**src/rtl/half_open_connection_tracker_core_defines.svh**
```systemverilog
// Assertion macros for the connection tracker.
`ifndef HALF_OPEN_CONNECTION_TRACKER_CORE_DEFINES_SVH
`define HALF_OPEN_CONNECTION_TRACKER_CORE_DEFINES_SVH
`ifndef SYNTHESIS
`define HOCT_ASSERT_SAME(label, ante, cons, msg) \
  label: assert property (@(posedge clk) disable iff (rst) (ante) |-> (cons)) else $error(msg);
`define HOCT_ASSERT_NEXT(label, ante, cons, msg) \
  label: assert property (@(posedge clk) disable iff (rst) (ante) |=> (cons)) else $error(msg);
`else
`define HOCT_ASSERT_SAME(label, ante, cons, msg)
`define HOCT_ASSERT_NEXT(label, ante, cons, msg)
`endif
`endif

```
**src/rtl/hoct_ram.sv**
```systemverilog
`timescale 1ns / 1ps
module hoct_ram #(
  parameter int WIDTH = 8,
  parameter int DEPTH = 16
) (
  input  logic                     clk,
  input  logic                     we,
  input  logic [$clog2(DEPTH)-1:0] waddr,
  input  logic [WIDTH-1:0]         wdata,
  input  logic [$clog2(DEPTH)-1:0] raddr,
  output logic [WIDTH-1:0]         rdata
);
  logic [WIDTH-1:0] mem [DEPTH];

  always_ff @(posedge clk) begin
    if (we) begin
      mem[waddr] <= wdata;
    end
    rdata <= mem[raddr];
  end
endmodule

```
**config.mk**
```make
export PLATFORM = sky130hd
export DESIGN_NAME = hoct_ram
export DESIGN_NICKNAME = d
export VERILOG_FILES = /design/src/rtl/half_open_connection_tracker_core_defines.svh /design/src/rtl/hoct_ram.sv
export SDC_FILE = /design/constraint.sdc
export NUM_CORES = 1
export LEC_CHECK = 0
export BUFFER_PORTS_ARGS = -buffer_cell sky130_fd_sc_hd__buf_2
export CELL_PAD_IN_SITES_DETAIL_PLACEMENT = 1
export CELL_PAD_IN_SITES_GLOBAL_PLACEMENT = 1
export CORE_ASPECT_RATIO = 0.5
export CORE_MARGIN = 10
export CORE_UTILIZATION = 25
export CTS_BUF_LIST = sky130_fd_sc_hd__clkbuf_4
export CTS_CLUSTER_SIZE = 40
export DETAILED_ROUTE_END_ITERATION = 8
export PLACE_DENSITY = 0.4
export SLEW_MARGIN = 20
export SYNTH_ARGS = -nofsm -noshare
export SYNTH_HDL_FRONTEND = slang
export SYNTH_SLANG_ARGS = --single-unit
```
**constraint.sdc**
```tcl
create_clock -name clk -period 4 [get_ports clk]
set_input_delay 0.6 -clock clk [delete_from_list [all_inputs] [get_ports clk]]
set_output_delay 0.6 -clock clk [all_outputs]
set_load 0.03 [all_outputs]
```
-- Word-level counts from Yosys, hierarchy flattened
Memory sizes are Yosys's and may differ from the RTL's. A register that Yosys moved wholly into a read port is not among the register bits.
Cells that the tools add are included.
- mux-type cells: 2
- operator list (cell ; count):
    two-way mux 1 bit ; 2
- register bits after elaboration: 0
- bits in writable memories: 128
- input port bits: 18
- output and inout port bits: 8
- logic and storage cells: 3
- memories: 1
- memories (memory ; words ; width ; rd ports ; clocked after Yosys merged registers in ; wr ports ; RTL line ; text):
    mem ; 16 ; 8 ; 1 ; 1 ; 1 ; hoct_ram.sv:13 ; logic [WIDTH-1:0] mem [DEPTH];

-- Depth between registers and ports, before layout
Gate-level depths: netlist (run 1).
- word-level depth: 2
- gate-level depth with buffers: 5
- mapped depth without buffers: 3

-- Least setup slack after synthesis (run 1)
No wires, ideal clock.
- path type: in2reg
- start: in waddr[2]
- end: mem mem[0][0], enable pin
- setup time: 0.383 ns
- data arrival time: 1.710 ns
- data required time: 3.617 ns
- slack: 1.907 ns
- stages on the path: 2
- buffers on the path: 0
- cell sequence: or3b_2 nor3_1
- RTL lines (element ; RTL line ; text):
    from (decl) ; hoct_ram.sv:8 ; input logic [$clog2(DEPTH)-1:0] waddr,
    to (decl) ; hoct_ram.sv:13 ;
No word-level cell before the write port.

==> results.sh, run 1 <==
export IMPL_wl_per_cell_um=22.2
export IMPL_top_level_ports=26
export IMPL_p_comb_frac=0.060
export IMPL_avgSynthCellArea_um2=22.5
export IMPL_vdd_drop_max_mv=0.174
export IMPL_period_share=0.512
export IMPL_root_buffer="clkbuf_4"
export IMPL_drt_pass1_iterations=4
export IMPL_final_setup_viol_count=0
export IMPL_overflow=0
export IMPL_grt_max_degree=33
export IMPL_synth_warnings=0
export IMPL_start_util=0.260
export IMPL_synth_top_cells_by_count="128 x edfxtp_1, 18 x mux4_2, 16 x a22oi_1"
export IMPL_crit_family="buffers and inverters"
export IMPL_clkSlewWorstSetupHoldPaths_ns=0.13
export IMPL_synthesis_nets=247
export IMPL_crit_required_ns=4.39
export IMPL_avgViaCountPerCell=4.35
export IMPL_p_sw_w=0.000615
export IMPL_insertion_delay_ns=0.51
export IMPL_rows=36
export IMPL_status="finished clean"
export IMPL_synth_area_leaders="edfxtp_1 75%, mux4_2 7.9%, mux4_1 7.1%"
export IMPL_numCtsBuffers=17
export IMPL_area_growth_syn_to_layout_pct=14.5
export IMPL_drv_cap=0
export IMPL_synthFlopType="edfxtp_1"
export IMPL_synth_seq_cells=136
export IMPL_hold_violations=0
export IMPL_place_gp_congestion=0.699
export IMPL_yosysTopAreaCellShare=0.747
export IMPL_final_core_util=0.297
export IMPL_critPathSlowestCell="buf_2"
export IMPL_cts_buffer_depth=2
export IMPL_antenna_found_initial=1
export IMPL_placed_area_mm2=0.00557
export IMPL_path_cells="buf_2 > mux4_1 > a22oi_1 > nand2_1"
export IMPL_worst_setup_path_end_kind="flip-flop"
export IMPL_path_class="input pin to flip-flop"
export IMPL_ant_nets=0
export IMPL_nNetsFinal=287
export IMPL_fin_worst_hold_slack_ns=0.477
export IMPL_finalInstanceArea_mm2=0.00590
export IMPL_p_leak_nw=1.89
export IMPL_hold_path_class="input pin to flip-flop"
export IMPL_internal_power_w=0.00216
export IMPL_die_y_um=121
export IMPL_critPathLaunchType="input pin"
export IMPL_dp_hpwl_um=7580
export IMPL_cp_data_arrival_time_ns=2.44
export IMPL_pwr_share_clk=0.363
export IMPL_clkSinkCount=136
export IMPL_fmax_ghz=0.488
export IMPL_fin_crit_ns=2.05
export IMPL_die_area_mm2=0.0271
export IMPL_synth_edf_count=128
export IMPL_seqPwrFrac=0.577
export IMPL_fillers=2031
export IMPL_dieWidth_um=223
export IMPL_post_cts_resized=0
export IMPL_slowest_delay_ns=0.68
export IMPL_critical_path_buf_inv_count=1
export IMPL_yosysUniqueCellTypes=19
export IMPL_power_density_mw_per_mm2=470
export IMPL_drive_gt1_frac=0.287
export IMPL_io_buffers=25
export IMPL_htree_levels=4
export IMPL_fin_skew_ns=0.0175
export IMPL_grt_pass1_vias=2571
export IMPL_routed_wl_um=12200
export IMPL_syn_area_mm2=0.00515
export IMPL_drv_slew=0
export IMPL_drcViolationCount=0
export IMPL_yosysMostFrequentCell="edfxtp_1"
export IMPL_p_sw_frac=0.222
export IMPL_synthArstFlopShare=0
export IMPL_grt_pass1_wl_um=17600
export IMPL_cts_tree="done"
export IMPL_tns_ns=0
export IMPL_ctsHoldBuffers=0
export IMPL_track_usage=0.0918
export IMPL_core_region_area_mm2=0.0198
export IMPL_synth_cells=229
export IMPL_synth_seq_area_share=0.778
export IMPL_cts_setup_buffers=0
export IMPL_worst_slew_pin_slew_ns=1.06
export IMPL_rsz0062_at_grt="false"
export IMPL_finalPower_w=0.00277
export IMPL_route_vias_total=2389
export IMPL_maxSlewHeadroom=0.291
export IMPL_yosysTopAreaCell="edfxtp_1"
export IMPL_cp_max_fo=25
export IMPL_dr_first_iter_drc_count=190
-- power groups by stage --
| stage | registers, W | clock network (W) | logic (W) |
|---|---|---|---|
| global placement | 0.00163 | 0 | 0.000169 |
| CTS | 0.00160 | 0.00104 | 0.000172 |
| detailed placement | 0.00163 | 0 | 0.000172 |
| floorplan | 0.00165 | 0 | 0.0000809 |
| finish | 0.00160 | 0.00101 | 0.000167 |
| global route | 0.00160 | 0.00110 | 0.000183 |
-- per-stage QoR --
step / std cells / worst slack (ns)
after floorplan: 229 / 1.91
after global placement: 516 / 1.36
after detailed placement: 516 / 1.35
after CTS: 548 / 1.93
after global routing: 549 / 1.80
final: 549 / 1.95
-- path summary, 6_finish.rpt --
check                       startpoint             endpoint  slack (ns)  cells past startpoint
hold reg to reg   mem[14][4]$_DFFE_PP_     rdata[4]$_DFF_P_        0.68                      3
setup reg to reg   mem[3][4]$_DFFE_PP_     rdata[4]$_DFF_P_        2.50                      3
hold / removal                wdata[4]  mem[4][4]$_DFFE_PP_        0.48                      1
setup / recovery              raddr[0]     rdata[5]$_DFF_P_        1.95                      4
-- layout make-up --
| class | count | area [um2] | area share |
|---|---|---|---|
| Antenna cell | 1 | 2.50 | 0.000424 |
| Sequential cell | 136 | 4000 | 0.679 |
| Clock buffer | 19 | 143 | 0.0242 |
| Multi-Input combinational cell | 83 | 1060 | 0.180 |
| Tap cell | 266 | 333 | 0.0565 |
| Clock inverter | 13 | 181 | 0.0308 |
| Timing Repair Buffer | 31 | 170 | 0.0289 |
-- sequential cells by signal, summed over array words and instances (netlist names) --
name and flops:
mem 128, rdata 8
-- layout by cell type (no fill, tap or decap), drive strengths merged, types with 2 or more instances in the layout --
master,netlist,final
nor3,4,4
edfxtp,128,128
clkinvlp,0,3
buf,7,31
mux4,32,32
a22oi,16,16
nor2,13,13
dfxtp,8,8
clkinv,0,6
clkbuf,0,19
nand2b,2,2
nand2,9,9
bufinv,0,4
nand3b,2,2
-- kinds of logic (layout without fill, tap and decap cells) --
logic type / count (synthesis) / in the layout / synth area share
DFF: 136 / 136 / 0.778
and+or+nand+nor: 35 / 35 / 0.0318
muxes: 32 / 32 / 0.150
AOI/OAI and AO/OA: 16 / 16 / 0.0233
buffers and inverters: 10 / 63 / 0.0168
other: 0 / 1 / 0
-- layer usage --
metal | part of all wire | routed length, um | up-vias | global-route usage
met5 | 0 | 0 | - | 0
met4 | 0.010 | 125 | 0 | 0.0390
met3 | 0.042 | 508 | 10 | 0.0190
met2 | 0.48 | 5790 | 38 | 0.145
met1 | 0.47 | 5740 | 1288 | 0.121
li1 | - | - | 1053 | -
(Power assumes the default switching activity.)
==> run 2: changes to the inputs <==
Clock period 4 ns to 2.1 ns, I/O delays scaled along.
==> run 2 against run 1 <==
Sequential power grew 91%. Hold slack worse by 0.29 ns. Routed wire length increased by 3.1%. Total power grew 98%.
==> results.sh, run 2 (synthesis gave the netlist of run 1 again) <==
export IMPL_post_cts_resized=0
export IMPL_mostFrequentLayoutCells="128 x edfxtp_1, 25 x buf_2, 22 x buf_4"
export IMPL_final_setup_viol_count=0
export IMPL_largest_reg_flops=128
export IMPL_routed_wl_um=12500
export IMPL_layout_commonest_cell="edfxtp_1"
export IMPL_top_level_ports=26
export IMPL_area_growth_syn_to_layout_pct=18.2
export IMPL_grt_pass1_vias=2690
export IMPL_io_buffers=25
export IMPL_drive_gt1_frac=0.333
export IMPL_dr_first_iter_drc_count=182
export IMPL_grt_max_degree=19
export IMPL_htree_levels=4
export IMPL_cp_data_arrival_time_ns=1.89
export IMPL_power_density_mw_per_mm2=902
export IMPL_whs_endpoint="mem[7][7]$_DFFE_PP_"
export IMPL_antenna_found_initial=1
export IMPL_start_util=0.260
export IMPL_reg2reg_setup_slack_ns=0.61
export IMPL_p_leak_nw=2.01
export IMPL_p_sw_frac=0.226
export IMPL_critPathSlowestCell="mux4_2"
export IMPL_critPathLaunchType="flip-flop"
export IMPL_route_vias_total=2483
export IMPL_cts_tree="done"
export IMPL_top_register="mem"
export IMPL_r2r_start="mem[3][7]$_DFFE_PP_"
export IMPL_rsz0062_at_grt="false"
export IMPL_crit_required_ns=2.50
export IMPL_place_gp_congestion=0.738
export IMPL_root_buffer="clkbuf_4"
export IMPL_grt_pass1_wl_um=18400
export IMPL_cts_setup_buffers=0
export IMPL_drcViolationCount=0
export IMPL_core_region_area_mm2=0.0198
export IMPL_rr_worst_depth=3
export IMPL_fmax_ghz=0.672
export IMPL_drt_pass1_iterations=4
export IMPL_die_y_um=121
export IMPL_fillers=2026
export IMPL_p_sw_w=0.00124
export IMPL_fin_ws_ns=0.611
export IMPL_pwr_share_clk=0.383
export IMPL_seqPwrFrac=0.555
export IMPL_p_comb_frac=0.062
export IMPL_track_usage=0.0951
export IMPL_path_cells="mux4_2 > a22oi_1 > nand2_1"
export IMPL_wl_per_cell_um=22.1
export IMPL_ctsHoldBuffers=0
export IMPL_final_cell_count_no_fill=567
export IMPL_nNetsFinal=305
export IMPL_cp_max_fo=1
export IMPL_worst_setup_path_end_kind="flip-flop"
export IMPL_pre_cts_ws_ns=0.253
export IMPL_vdd_drop_max_mv=0.386
export IMPL_dieWidth_um=223
export IMPL_fin_skew_ns=0.0233
export IMPL_period_share=0.709
export IMPL_dp_hpwl_um=8240
export IMPL_slowest_delay_ns=0.48
export IMPL_hold_path_class="input pin to flip-flop"
export IMPL_drv_cap=0
export IMPL_tns_ns=0
export IMPL_hold_start="wdata[7]"
export IMPL_fin_worst_hold_slack_ns=0.188
export IMPL_maxSlewHeadroom=0.694
export IMPL_drv_slew=0
export IMPL_internal_power_w=0.00425
export IMPL_path_class="flip-flop to flip-flop"
export IMPL_fin_crit_ns=1.49
export IMPL_dpl_cell_count=534
export IMPL_r2r_end="rdata[7]$_DFF_P_"
export IMPL_overflow=0
export IMPL_avgViaCountPerCell=4.38
export IMPL_insertion_delay_ns=0.51
export IMPL_ant_nets=0
export IMPL_die_area_mm2=0.0271
export IMPL_numCtsBuffers=17
export IMPL_clkSinkCount=136
export IMPL_status="finished clean"
export IMPL_clkSlewWorstSetupHoldPaths_ns=0.14
export IMPL_hold_depth=1
export IMPL_hold_violations=0
export IMPL_largestRegisters="mem x128, rdata x8"
export IMPL_rows=36
export IMPL_cts_buffer_depth=2
export IMPL_worst_slew_pin_slew_ns=0.459
[run 2: power by group through the flow]
stage	clock (W)	combinational, W	sequential, W
finish	0.00210	0.000340	0.00305
global route	0.00228	0.000370	0.00306
CTS	0.00217	0.000348	0.00305
detailed placement	0	0.000348	0.00311
global placement	0	0.000342	0.00311
floorplan	0	0.000154	0.00314
[run 2: final cells by class]
cell class	count	area, um2	share of cell area
clock buffers	18	135	0.0222
multi-input cells	83	1060	0.174
well taps	266	333	0.0547
repair buffers	49	330	0.0543
clock inverters	14	221	0.0364
flip-flops and latches	136	4000	0.658
diodes	1	2.50	0.000411
[run 2: routing by layer]
metal | global-route usage | wire, um | vias to the layer above | part of all wire
met3 | 0.0250 | 325 | 7 | 0.026
met4 | 0.0264 | 104 | 0 | 0.0083
met1 | 0.130 | 6390 | 1349 | 0.51
met5 | 0 | 0 | - | 0
li1 | - | - | 1094 | -
met2 | 0.146 | 5730 | 33 | 0.46
[run 2: how the worst max path moves through the flow]
stage	start	endpoint	slack [ns]	cells past startpoint
floorplan	waddr[2]	mem[0][0]$_DFFE_PP_	0.29	2
global placement	raddr[0]	rdata[1]$_DFF_P_	0.25	5
detailed placement	raddr[1]	rdata[1]$_DFF_P_	0.25	6
CTS	rdata[7]$_DFF_P_	rdata[7]	0.57	1
global route	rdata[7]$_DFF_P_	rdata[7]	0.54	1
finish	mem[3][7]$_DFFE_PP_	rdata[7]$_DFF_P_	0.61	3
[run 2: critical path, delay by kind of cell, from the launching register on]
kind | cells | cell delay (ns)
AOI/OAI and AO/OA | 1 | 0.42
DFF | 1 | 0.39
and+or+nand+nor | 1 | 0.10
muxes | 1 | 0.48
[run 2: stage by stage]
| stage | total power [W] | cell area, um2 | util |
|---|---|---|---|
| after floorplan | 0.00329 | 5150 | - |
| after global placement | 0.00345 | 5720 | 0.289 |
| after detailed placement | 0.00346 | 5720 | 0.289 |
| after CTS | 0.00557 | 6080 | 0.307 |
| after global routing | 0.00571 | 6080 | 0.307 |
| final | 0.00549 | 6080 | 0.307 |
